[src/sv/text_glyph_framebuffer_writer_defines.svh]
// Assertion macros shared by the character generator modules.
`ifndef TEXT_GLYPH_FRAMEBUFFER_WRITER_DEFINES_SVH
`define TEXT_GLYPH_FRAMEBUFFER_WRITER_DEFINES_SVH

// Same-cycle implication, checked on every rising edge outside reset.
`define TGFW_ASSERT_NOW(label, ante, cons, msg) \
  label: assert property (@(posedge clk) disable iff (rst) (ante) |-> (cons)) else $error(msg);

// Next-cycle implication, checked on every rising edge outside reset.
`define TGFW_ASSERT_NEXT(label, ante, cons, msg) \
  label: assert property (@(posedge clk) disable iff (rst) (ante) |=> (cons)) else $error(msg);

`endif

[src/sv/tgfw_pkg.sv]
`default_nettype none

package tgfw_pkg;

  // Default geometry of the panel.
  localparam int DISPLAY_WIDTH_DEF = 128;
  localparam int PAGE_COUNT_DEF    = 8;

  // Item modes.
  localparam logic [1:0] MODE_SET_POS = 2'd0;
  localparam logic [1:0] MODE_PUT     = 2'd1;
  localparam logic [1:0] MODE_CLEAR   = 2'd2;
  localparam logic [1:0] MODE_READ    = 2'd3;

  // Result kinds.
  localparam logic KIND_CMD  = 1'b0;
  localparam logic KIND_DATA = 1'b1;

  // Controller command bytes.
  localparam logic [7:0] CMD_PAGE_BASE   = 8'hB0;
  localparam logic [7:0] CMD_COL_LO_MASK = 8'h0F;
  localparam logic [7:0] CMD_COL_HI_BASE = 8'h10;

  // Character cell geometry.
  localparam logic [2:0] GLYPH_COLS   = 3'd5;
  localparam logic [2:0] CELL_ADVANCE = 3'd6;

  typedef struct packed {
    logic [1:0] mode;
    logic [7:0] char_code;
    logic [2:0] page;
    logic [6:0] column;
  } item_t;

  typedef struct packed {
    logic       out_kind;
    logic [7:0] out_byte;
    logic       last;
  } result_t;

  // Five glyph columns, column 0 in the top byte. Unknown codes are blank.
  function automatic logic [39:0] glyph_bits(input logic [7:0] code);
    logic [39:0] g;
    case (code)
      8'h2C: g = {8'h00, 8'h50, 8'h30, 8'h00, 8'h00};
      8'h2D: g = {8'h08, 8'h08, 8'h08, 8'h08, 8'h08};
      8'h2E: g = {8'h00, 8'h60, 8'h60, 8'h00, 8'h00};
      8'h3A: g = {8'h00, 8'h36, 8'h36, 8'h00, 8'h00};
      8'h30: g = {8'h3E, 8'h51, 8'h49, 8'h45, 8'h3E};
      8'h31: g = {8'h00, 8'h42, 8'h7F, 8'h40, 8'h00};
      8'h32: g = {8'h42, 8'h61, 8'h51, 8'h49, 8'h46};
      8'h33: g = {8'h21, 8'h41, 8'h45, 8'h4B, 8'h31};
      8'h34: g = {8'h18, 8'h14, 8'h12, 8'h7F, 8'h10};
      8'h35: g = {8'h27, 8'h45, 8'h45, 8'h45, 8'h39};
      8'h36: g = {8'h3C, 8'h4A, 8'h49, 8'h49, 8'h30};
      8'h37: g = {8'h01, 8'h71, 8'h09, 8'h05, 8'h03};
      8'h38: g = {8'h36, 8'h49, 8'h49, 8'h49, 8'h36};
      8'h39: g = {8'h06, 8'h49, 8'h49, 8'h29, 8'h1E};
      8'h41: g = {8'h7E, 8'h09, 8'h09, 8'h09, 8'h7E};
      8'h42: g = {8'h7F, 8'h49, 8'h49, 8'h49, 8'h36};
      8'h43: g = {8'h3E, 8'h41, 8'h41, 8'h41, 8'h22};
      8'h44: g = {8'h7F, 8'h41, 8'h41, 8'h22, 8'h1C};
      8'h45: g = {8'h7F, 8'h49, 8'h49, 8'h49, 8'h41};
      8'h46: g = {8'h7F, 8'h09, 8'h09, 8'h09, 8'h01};
      8'h47: g = {8'h3E, 8'h41, 8'h49, 8'h49, 8'h7A};
      8'h48: g = {8'h7F, 8'h08, 8'h08, 8'h08, 8'h7F};
      8'h49: g = {8'h00, 8'h41, 8'h7F, 8'h41, 8'h00};
      8'h4A: g = {8'h20, 8'h40, 8'h41, 8'h3F, 8'h01};
      8'h4B: g = {8'h7F, 8'h08, 8'h14, 8'h22, 8'h41};
      8'h4C: g = {8'h7F, 8'h40, 8'h40, 8'h40, 8'h40};
      8'h4D: g = {8'h7F, 8'h02, 8'h0C, 8'h02, 8'h7F};
      8'h4E: g = {8'h7F, 8'h04, 8'h08, 8'h10, 8'h7F};
      8'h4F: g = {8'h3E, 8'h41, 8'h41, 8'h41, 8'h3E};
      8'h50: g = {8'h7F, 8'h09, 8'h09, 8'h09, 8'h06};
      8'h51: g = {8'h3E, 8'h41, 8'h51, 8'h21, 8'h5E};
      8'h52: g = {8'h7F, 8'h09, 8'h19, 8'h29, 8'h46};
      8'h53: g = {8'h46, 8'h49, 8'h49, 8'h49, 8'h31};
      8'h54: g = {8'h01, 8'h01, 8'h7F, 8'h01, 8'h01};
      8'h55: g = {8'h3F, 8'h40, 8'h40, 8'h40, 8'h3F};
      8'h56: g = {8'h1F, 8'h20, 8'h40, 8'h20, 8'h1F};
      8'h57: g = {8'h7F, 8'h20, 8'h18, 8'h20, 8'h7F};
      8'h58: g = {8'h63, 8'h14, 8'h08, 8'h14, 8'h63};
      8'h59: g = {8'h07, 8'h08, 8'h70, 8'h08, 8'h07};
      8'h5A: g = {8'h61, 8'h51, 8'h49, 8'h45, 8'h43};
      8'h5F: g = {8'h40, 8'h40, 8'h40, 8'h40, 8'h40};
      8'h65: g = {8'h38, 8'h54, 8'h54, 8'h54, 8'h18};
      8'h67: g = {8'h08, 8'h54, 8'h54, 8'h54, 8'h3C};
      8'h69: g = {8'h00, 8'h44, 8'h7D, 8'h40, 8'h00};
      8'h6D: g = {8'h7C, 8'h04, 8'h18, 8'h04, 8'h78};
      8'h6E: g = {8'h7C, 8'h08, 8'h04, 8'h04, 8'h78};
      8'h6F: g = {8'h38, 8'h44, 8'h44, 8'h44, 8'h38};
      8'h74: g = {8'h04, 8'h3F, 8'h44, 8'h40, 8'h20};
      8'h75: g = {8'h3C, 8'h40, 8'h40, 8'h20, 8'h7C};
      8'h71: g = {8'h08, 8'h14, 8'h14, 8'h18, 8'h7C};
      8'h72: g = {8'h7C, 8'h08, 8'h04, 8'h04, 8'h08};
      8'h79: g = {8'h0C, 8'h50, 8'h50, 8'h50, 8'h3C};
      8'h7A: g = {8'h44, 8'h64, 8'h54, 8'h4C, 8'h44};
      8'h25: g = {8'h62, 8'h64, 8'h08, 8'h13, 8'h23};
      default: g = '0;
    endcase
    return g;
  endfunction

  // One column of a character cell; the spacer column and beyond are blank.
  function automatic logic [7:0] glyph_column(input logic [7:0] code,
                                              input logic [2:0] idx);
    logic [39:0] g;
    logic [7:0]  b;
    g = glyph_bits(code);
    case (idx)
      3'd0:    b = g[39:32];
      3'd1:    b = g[31:24];
      3'd2:    b = g[23:16];
      3'd3:    b = g[15:8];
      3'd4:    b = g[7:0];
      default: b = 8'h00;
    endcase
    return b;
  endfunction

endpackage

`default_nettype wire

[src/sv/tgfw_obuf.sv]
`default_nettype none
`include "text_glyph_framebuffer_writer_defines.svh"

module tgfw_obuf (
  input  wire logic             clk,
  input  wire logic             rst,
  input  wire logic             push,
  input  wire tgfw_pkg::result_t beat,
  output logic                  ready,
  output logic                  result_valid,
  input  wire logic             result_stall,
  output tgfw_pkg::result_t     result
);

  import tgfw_pkg::*;

  // The register can take a beat when empty or when its beat leaves now.
  assign ready = !result_valid || !result_stall;

  // Output register between the sequencer and the result channel.
  always_ff @(posedge clk) begin
    if (rst) begin
      result_valid <= 1'b0;
    end else if (push) begin
      result_valid <= 1'b1;
    end else if (!result_stall) begin
      result_valid <= 1'b0;
    end
  end

  always_ff @(posedge clk) begin
    if (push) begin
      result <= beat;
    end
  end

  `TGFW_ASSERT_NOW(a_no_overwrite, push, ready, "beat pushed over a held beat")
  `TGFW_ASSERT_NEXT(a_push_shows, push, result_valid && (result == $past(beat)), "pushed beat lost")
  `TGFW_ASSERT_NEXT(a_stall_holds, result_valid && result_stall, result_valid, "stalled beat dropped")

endmodule

`default_nettype wire

[config.mk]
export PLATFORM = sky130hd
export DESIGN_NAME = tgfw_obuf
export DESIGN_NICKNAME = d
export VERILOG_FILES = /design/src/sv/tgfw_pkg.sv /design/src/sv/tgfw_obuf.sv
export VERILOG_INCLUDE_DIRS = /design/src /design/src/sv
export SDC_FILE = /design/constraint.sdc
export NUM_CORES = 1
export LEC_CHECK = 0
export BUFFER_PORTS_ARGS = -buffer_cell sky130_fd_sc_hd__buf_2
export CORE_AREA = 3 3 40 42
export CTS_CLUSTER_DIAMETER = 120
export DETAILED_ROUTE_END_ITERATION = 8
export DIE_AREA = 0 0 43 45
export PLACE_DENSITY_LB_ADDON = 0.08
export SYNTH_ARGS = -nofsm -noshare
export SYNTH_HDL_FRONTEND = slang
export SYNTH_SLANG_ARGS = --single-unit
export TNS_END_PERCENT = 100
[constraint.sdc]
create_clock -name clk -period 0.8 [get_ports clk]
set_clock_uncertainty 0.1 [all_clocks]
set_input_delay 0.12 -clock clk [delete_from_list [all_inputs] [get_ports clk]]
set_output_delay 0.12 -clock clk [all_outputs]
set_load 0.01 [all_outputs]
======== Word level (Yosys, flattened, before mapping) ========
Index checks and enable logic that the tools add are counted.
Widths: inputs -> output; s select.
cells by class
  equality and inequality tests ........... 1
  muxes and demuxes ....................... 2
  reductions and logical operators ........ 3
operator list
  cell                count
  $logic_not 1->1     2
  $mux 1              2
  $ne 2x2->1 const B  1
  $logic_or 1x1->1    1
word-level totals
  flip-flop bits (word level) ............. 11
  input bits .............................. 14
  output and inout bits ................... 12
  logic and storage cells ................. 10

======== Logic depth before layout (Yosys ltp) ========
Gate-level depths: netlist of run 1.
  depth in word-level cells ............... 2
  depth in mapped cells ................... 2

======== Worst setup path after synthesis of run 1 ========
Ideal clock, no wire load.
  path kind ............................... register -> register
  from .................................... reg, netlist name result_valid
  to ...................................... reg result_valid
  library setup time ...................... 114 ps
  data arrival time ....................... 487 ps
  data required time ...................... 586 ps
  slack ................................... 99 ps
  cell stages (with the launch flop) ...... 3
  path buffers ............................ 0
  clock period less this slack ............ 701 ps
  cell sequence ........................... dfxtp_1 a21oi_1 nor2_1
RTL lines
  element               line             RTL
  to (signal assigned)  tgfw_obuf.sv:23  result_valid <= 1'b0;
  to (signal assigned)  tgfw_obuf.sv:25  result_valid <= 1'b1;
  to (signal assigned)  tgfw_obuf.sv:27  result_valid <= 1'b0;
  to (decl)             tgfw_obuf.sv:10  output logic result_valid,

======== Worst setup path after layout of run 1 ========
  from .................................... reg result[0] in the netlist's numbering
  to ...................................... out result[0] in the netlist's numbering
RTL lines
  element                 line             RTL
  from (decl)             tgfw_obuf.sv:12  output tgfw_pkg::result_t result
  from (signal assigned)  tgfw_obuf.sv:33  result <= beat;
No word-level cell between the ends.

==> metrics.txt, run 1 <==
# TYPE chip_impl_metric gauge
chip_impl_metric{name="io_buffer_count",unit=""} 25
chip_impl_metric{name="remaining_drc_errors",unit=""} 0
chip_impl_metric{name="hold_viol",unit=""} 10
chip_impl_metric{name="timing.critical_path.fanout_max",unit=""} 1
chip_impl_metric{name="synth_nets",unit=""} 28
chip_impl_info{name="critical_path.endpoint_type",value="output pin"} 1
chip_impl_metric{name="top_level_ports",unit=""} 26
chip_impl_metric{name="clkSinkCount",unit=""} 11
chip_impl_metric{name="global_route_wire_length_before_repair",unit="um"} 979
chip_impl_info{name="cts_root_buffer",value="sky130_fd_sc_hd__clkbuf_4"} 1
chip_impl_metric{name="initial_utilization",unit=""} 0.2590
chip_impl_metric{name="core_area",unit="um2"} 1285
chip_impl_metric{name="setup_violations",unit=""} 12
chip_impl_metric{name="dieArea",unit="um2"} 1935
chip_impl_metric{name="dpl.cell_count",unit=""} 54
chip_impl_metric{name="final.period_utilization",unit=""} 1.240
chip_impl_info{name="synth.largest_area_cell",value="sky130_fd_sc_hd__edfxtp_1"} 1
chip_impl_metric{name="grt_pass1_vias",unit=""} 234
chip_impl_metric{name="grt_use_total",unit=""} 0.08037
chip_impl_info{name="globalRoute.busiestLayer",value="met2"} 1
chip_impl_metric{name="worst_pin_slew",unit="ps"} 238.5
chip_impl_info{name="criticalPathCategory",value="flip-flop to output pin"} 1
chip_impl_metric{name="grt_antenna_before_repair",unit=""} 0
chip_impl_metric{name="final.min_clock_period",unit="ps"} 992.0
chip_impl_metric{name="max_clock_freq",unit="MHz"} 1008
chip_impl_metric{name="irDropWorstVdd",unit="uV"} 898.1
chip_impl_metric{name="grt_use_met1",unit=""} 0.06566
chip_impl_metric{name="power_per_cell_area",unit="nW/um2"} 2267
chip_impl_metric{name="routabilityCongestion",unit=""} 0.5940
chip_impl_metric{name="power",unit="uW"} 1166
chip_impl_info{name="critical_path.cell_chain",value="buf_2"} 1
chip_impl_info{name="failed_checks",value="negative hold slack, negative setup slack"} 1
chip_impl_metric{name="final.fill_count",unit=""} 142
chip_impl_metric{name="finalInstanceArea",unit="um2"} 514.2
chip_impl_metric{name="finalWorstSetupSlack",unit="ps"} -192.0
chip_impl_metric{name="slew_headroom",unit=""} 0.8410
chip_impl_metric{name="ctsHtreeMaxLevel",unit=""} 1
chip_impl_metric{name="fraction_of_final_layout_cells_sized_beyond_drive_strength_1",unit=""} 0.6591
chip_impl_metric{name="use_met2",unit=""} 0.1257
chip_impl_info{name="timing.critical_path.slowest_stage_cell",value="sky130_fd_sc_hd__edfxtp_1"} 1
chip_impl_metric{name="route.detailed.wl_per_inst",unit="um"} 10.81
chip_impl_info{name="min_path_type",value="input port to flip-flop"} 1
chip_impl_metric{name="dieHeight",unit="um"} 45
chip_impl_info{name="cts_tree",value="built"} 1
chip_impl_metric{name="design.final.nets",unit=""} 59
chip_impl_metric{name="drt_pass1_iterations",unit=""} 1
chip_impl_metric{name="rows",unit=""} 13
chip_impl_metric{name="detailroute.via_count",unit=""} 233
chip_impl_metric{name="clock_tree.buffer_depth",unit=""} 2
chip_impl_info{name="worstSetupStartpointType",value="flip-flop"} 1
chip_impl_metric{name="cts_bufs_inserted",unit=""} 3
chip_impl_metric{name="synth-seq-area-share",unit=""} 0.9624
chip_impl_metric{name="cap_violations",unit=""} 0
chip_impl_metric{name="synth.yosys.warnings",unit=""} 0
chip_impl_metric{name="syn_area_per_cell",unit="um2"} 23.77
chip_impl_metric{name="place_hpwl",unit="um"} 477.9
chip_impl_metric{name="overflow",unit=""} 0
chip_impl_metric{name="cell_area_after_placement",unit="um2"} 476.7
chip_impl_metric{name="worstSkewPairLatency",unit="ps"} 260
chip_impl_metric{name="synth_compound_gate_area_share",unit=""} 0.01504
chip_impl_info{name="largest_family_of_logic_cells_by_synthesized_area",value="simple AND/OR/NAND/NOR gates"} 1
chip_impl_metric{name="worst-endpoint-arrival",unit="ps"} 770
chip_impl_metric{name="timing.hold.ws",unit="ps"} -71.79
chip_impl_metric{name="wirelength",unit="um"} 638
chip_impl_metric{name="synth_xor_area_frac",unit=""} 0
chip_impl_metric{name="cts.hold.buffers_added",unit=""} 1
chip_impl_metric{name="die_width",unit="um"} 43
chip_impl_metric{name="synthToLayoutAreaGrowth",unit="%"} 54.51
chip_impl_metric{name="dp_worst_setup_slack",unit="ps"} 16.07
chip_impl_metric{name="number_of_routed_nets_with_antenna_violations",unit=""} 0
chip_impl_info{name="critical_path.top_delay_family",value="flip-flops"} 1
chip_impl_metric{name="worst-endpoint-required",unit="ps"} 580
chip_impl_metric{name="path_clk_slew",unit="ps"} 70
chip_impl_info{name="run_status",value="complete, but fails checks"} 1
chip_impl_metric{name="synth_mux_area_frac",unit=""} 0
chip_impl_metric{name="post-cts-setup-buffer-count",unit=""} 0
chip_impl_metric{name="ys_ff_latch",unit=""} 11
chip_impl_info{name="synth.top_cells.by_area",value="sky130_fd_sc_hd__edfxtp_1 90%, sky130_fd_sc_hd__dfxtp_1 6.0%, sky130_fd_sc_hd__a21oi_1 1.5%, sky130_fd_sc_hd__nand2_1 1.1%, sky130_fd_sc_hd__nor2_1 1.1%"} 1
chip_impl_metric{name="synth.cell_area",unit="um2"} 332.8
chip_impl_metric{name="drt-initial-drc-count",unit=""} 0
chip_impl_metric{name="crit_path_max_incr_delay",unit="ps"} 360
chip_impl_metric{name="synth_cell_type_count",unit=""} 5
chip_impl_metric{name="grt_max_degree",unit=""} 12
chip_impl_metric{name="power_leakage",unit="uW"} 0.0002284
chip_impl_metric{name="fin_cells",unit=""} 59
chip_impl_metric{name="yosys.area_share.simple",unit=""} 0.02256
chip_impl_metric{name="antennaDiodeCount",unit=""} 0
chip_impl_metric{name="synth_cells",unit=""} 14
chip_impl_metric{name="synthAdderAreaFrac",unit=""} 0
chip_impl_metric{name="grt_util_met3",unit=""} 0.05976
chip_impl_metric{name="post_route_core_utilization",unit=""} 0.4002
chip_impl_metric{name="avgViaCountPerCell",unit=""} 3.949
chip_impl_metric{name="max_transition_viols_final",unit=""} 0
chip_impl_metric{name="buffering_stage_count_on_the_worst_path_with_inverters_included",unit=""} 1
chip_impl_metric{name="netlist.area_leader.share",unit=""} 0.9023
chip_impl_info{name="rsz_0062_raised_after_global_routing",value="true"} 1
repair_timing:
item	CTS	global route
gates resized for setup	1	0
setup endpoints to repair	12	12
endpoints found under the hold margin	11	10
worst paths after layout:
kind | from | endpoint | slack, ps | cells past startpoint
setup reg to reg | result_valid | result_valid | 100 | 2
hold / removal | beat[5] | result[5] | -70 | 1
hold reg to reg | result_valid | result_valid | 400 | 2
setup / recovery | result[0] | result[0] | -190 | 1
synth_stat cells:
cell type and n:
sky130_fd_sc_hd__a21oi_1 1, sky130_fd_sc_hd__dfxtp_1 1, sky130_fd_sc_hd__edfxtp_1 10, sky130_fd_sc_hd__nand2_1 1
sky130_fd_sc_hd__nor2_1 1
area by class of cell:
class,instances,area (um2),share of cell area
Multi-Input combinational cell,3,12.51,0.02433
Timing Repair Buffer,26,135.1,0.2628
Tap cell,15,18.77,0.03650
Sequential cell,11,321.6,0.6253
Clock buffer,4,26.28,0.05109
cell usage in the layout (no fill, tap or decap), drive strengths merged:
master	netlist	routed
nand2	1	1
dlygate4sd3	0	1
dfxtp	1	1
clkbuf	0	4
nor2	1	1
buf	0	25
a21oi	1	1
edfxtp	10	10
layer usage:
metal  wire (um)  vias up
li1            -      114
met2         365       16
met3          82        0
met4           0        0
met5           0        -
met1         189      103
state kept, by name, summed over array words and instances, names as in the netlist:
name,count
result,10
result_valid,1
logic make-up after synthesis:
kind of cell | Yosys count
compound gates | 1
flops | 11
simple gates | 2
report_power, final:
part | total [uW] | internal [uW] | switching (uW) | leakage (uW)
combinational | 116 | 56.6 | 59.0 | 0.000107
clock | 365 | 193 | 172 | 0.0000150
sequential | 685 | 676 | 9.52 | 0.000106
through the flow:
stage | hold slack [ps] | setup TNS (ps)
floorplan | 92.38 | 0
global placement | 176.5 | 0
detailed placement | 182.6 | 0
CTS | -86.56 | -2346
global route | -100.9 | -2827
finish | -71.79 | -2090
Note: power is estimated with default switching activity, not from simulation.
==> run 2, diff against run 1 <==
--- a/config.mk
+++ b/config.mk
@@ -8,6 +8,7 @@
 export LEC_CHECK = 0
 export BUFFER_PORTS_ARGS = -buffer_cell sky130_fd_sc_hd__buf_2
 export CORE_AREA = 3 3 40 42
+export CTS_BUF_LIST = sky130_fd_sc_hd__clkbuf_8 sky130_fd_sc_hd__clkbuf_16
 export CTS_CLUSTER_DIAMETER = 120
 export DETAILED_ROUTE_END_ITERATION = 8
 export DIE_AREA = 0 0 43 45
==> metrics.txt, run 2 (synthesis results as in run 1) <==
# TYPE chip_impl_metric gauge
chip_impl_metric{name="hold_viol",unit=""} 10
chip_impl_metric{name="timing.hold.ws",unit="ps"} -37.71
chip_impl_metric{name="ctsHtreeMaxLevel",unit=""} 1
chip_impl_info{name="cts_tree",value="built"} 1
chip_impl_metric{name="clock_tree.buffer_depth",unit=""} 2
chip_impl_metric{name="cts.hold.buffers_added",unit=""} 1
chip_impl_metric{name="grt_pass1_vias",unit=""} 245
chip_impl_metric{name="top_level_ports",unit=""} 26
chip_impl_metric{name="final.min_clock_period",unit="ps"} 953.1
chip_impl_metric{name="grt_antenna_before_repair",unit=""} 0
chip_impl_info{name="cts_root_buffer",value="sky130_fd_sc_hd__clkbuf_8"} 1
chip_impl_metric{name="finalWorstSetupSlack",unit="ps"} -153.1
chip_impl_metric{name="slew_headroom",unit=""} 0.8416
chip_impl_info{name="globalRoute.busiestLayer",value="met2"} 1
chip_impl_metric{name="max_transition_viols_final",unit=""} 0
chip_impl_metric{name="post-cts-setup-buffer-count",unit=""} 0
chip_impl_info{name="failed_checks",value="negative hold slack, negative setup slack"} 1
chip_impl_metric{name="power_leakage",unit="uW"} 0.0002363
chip_impl_metric{name="drt_pass1_iterations",unit=""} 1
chip_impl_metric{name="grt_use_total",unit=""} 0.07614
chip_impl_metric{name="post_route_core_utilization",unit=""} 0.4129
chip_impl_metric{name="crit_path_max_incr_delay",unit="ps"} 360
chip_impl_metric{name="design.final.nets",unit=""} 58
chip_impl_metric{name="max_reg_flops",unit=""} 10
chip_impl_metric{name="clkSinkCount",unit=""} 11
chip_impl_metric{name="rows",unit=""} 13
chip_impl_info{name="top_regs",value="result: 10 flops, result_valid: 1 flops"} 1
chip_impl_metric{name="worstSkewPairLatency",unit="ps"} 230
chip_impl_metric{name="io_buffer_count",unit=""} 25
chip_impl_metric{name="max_clock_freq",unit="MHz"} 1049
chip_impl_metric{name="wirelength",unit="um"} 625
chip_impl_metric{name="initial_utilization",unit=""} 0.2590
chip_impl_metric{name="dp_worst_setup_slack",unit="ps"} 16.07
chip_impl_metric{name="worst-endpoint-required",unit="ps"} 580
chip_impl_metric{name="number_of_routed_nets_with_antenna_violations",unit=""} 0
chip_impl_info{name="critical_path.endpoint_type",value="output pin"} 1
chip_impl_metric{name="global_route_wire_length_before_repair",unit="um"} 979
chip_impl_metric{name="detailroute.via_count",unit=""} 232
chip_impl_info{name="run_status",value="complete, but fails checks"} 1
chip_impl_metric{name="drt-initial-drc-count",unit=""} 0
chip_impl_metric{name="irDropWorstVdd",unit="uV"} 1035
chip_impl_metric{name="synthToLayoutAreaGrowth",unit="%"} 59.40
chip_impl_metric{name="worst_pin_slew",unit="ps"} 237.6
chip_impl_metric{name="worst-endpoint-arrival",unit="ps"} 730
chip_impl_metric{name="final.period_utilization",unit=""} 1.191
chip_impl_metric{name="path_clk_slew",unit="ps"} 50
chip_impl_info{name="rsz_0062_raised_after_global_routing",value="true"} 1
chip_impl_metric{name="timing.critical_path.fanout_max",unit=""} 1
chip_impl_metric{name="core_area",unit="um2"} 1285
chip_impl_info{name="critical_path.cell_chain",value="buf_2"} 1
chip_impl_metric{name="use_met2",unit=""} 0.1287
chip_impl_metric{name="die_width",unit="um"} 43
chip_impl_metric{name="dieArea",unit="um2"} 1935
chip_impl_info{name="critical_path.top_delay_family",value="flip-flops"} 1
chip_impl_metric{name="place_hpwl",unit="um"} 477.9
chip_impl_metric{name="setup_violations",unit=""} 12
chip_impl_metric{name="power",unit="uW"} 1325
chip_impl_info{name="commonest_cells_after_routing_fill_and_taps_aside",value="24 x sky130_fd_sc_hd__buf_2, 10 x sky130_fd_sc_hd__edfxtp_1, 3 x sky130_fd_sc_hd__clkbuf_8"} 1
chip_impl_info{name="mostFrequentLayoutCell",value="sky130_fd_sc_hd__buf_2"} 1
chip_impl_metric{name="overflow",unit=""} 0
chip_impl_info{name="reg_with_most_ffs",value="result"} 1
chip_impl_metric{name="cts_bufs_inserted",unit=""} 3
chip_impl_metric{name="grt_max_degree",unit=""} 12
chip_impl_info{name="min_path_type",value="input port to flip-flop"} 1
chip_impl_metric{name="grt_util_met3",unit=""} 0.03586
chip_impl_metric{name="buffering_stage_count_on_the_worst_path_with_inverters_included",unit=""} 1
chip_impl_metric{name="avgViaCountPerCell",unit=""} 4.000
chip_impl_metric{name="power_per_cell_area",unit="nW/um2"} 2498
chip_impl_info{name="criticalPathCategory",value="flip-flop to output pin"} 1
chip_impl_info{name="timing.critical_path.slowest_stage_cell",value="sky130_fd_sc_hd__edfxtp_1"} 1
chip_impl_metric{name="fraction_of_final_layout_cells_sized_beyond_drive_strength_1",unit=""} 0.6744
chip_impl_metric{name="antennaDiodeCount",unit=""} 0
chip_impl_metric{name="route.detailed.wl_per_inst",unit="um"} 10.78
chip_impl_metric{name="dieHeight",unit="um"} 45
chip_impl_metric{name="grt_use_met1",unit=""} 0.06566
chip_impl_metric{name="routabilityCongestion",unit=""} 0.5940
chip_impl_metric{name="cap_violations",unit=""} 0
chip_impl_info{name="worstSetupStartpointType",value="flip-flop"} 1
chip_impl_metric{name="remaining_drc_errors",unit=""} 0
run 2: cell types whose count changed in the layout (fill, tap and decap cells not counted):
cell	previous run	this run
sky130_fd_sc_hd__nor2_2	0	1
sky130_fd_sc_hd__inv_1	0	1
sky130_fd_sc_hd__buf_2	25	24
sky130_fd_sc_hd__nor2_1	1	0
sky130_fd_sc_hd__clkbuf_4	3	0
sky130_fd_sc_hd__clkbuf_8	0	3
sky130_fd_sc_hd__clkbuf_1	1	0
run 2: where the power goes:
part	total, uW	switching [uW]	internal (uW)	leakage (uW)
Sequential	688	9.52	678	0.000106
Combinational	115	59.5	55.5	0.000103
Clock	522	188	335	0.0000269
Total	1330	257	1070	0.000236
run 2: worst paths after layout:
kind	startpoint	end	slack (ps)	depth (start not counted)
hold reg to reg	result_valid	result_valid	400	2
setup / recovery	result[0]	result[0]	-150	1
setup reg to reg	result_valid	result_valid	80	2
hold / removal	beat[5]	result[5]	-40	1
run 2: through the flow:
| step | std cells | instance area (um2) | TNS, ps |
|---|---|---|---|
| floorplan | 14 | 332.8 | 0 |
| global placement | 54 | 476.7 | 0 |
| detailed placement | 54 | 476.7 | 0 |
| CTS | 59 | 533.0 | -1840 |
| global route | 58 | 530.5 | -2123 |
| finish | 58 | 530.5 | -1659 |
run 2: final cells by class:
class	instances	area [um2]
Sequential cell	11	321.6
Fill cell	140	754.5
Timing Repair Buffer	25	130.1
Clock inverter	1	3.754
Multi-Input combinational cell	3	15.01
Tap cell	15	18.77
Clock buffer	3	41.29
run 2: timing repair:
item                                   in CTS  in global routing
resized for setup                           1                  1
setup endpoints to repair                  12                 13
pin swaps                                   0                  0
endpoints found under the hold margin      11                 10
run 2: metal layers:
metal  vias up  part of all wire
met5         -                 0
met1       106              0.29
met3         0              0.12
met4         0                 0
met2        16              0.59
li1        110                 -
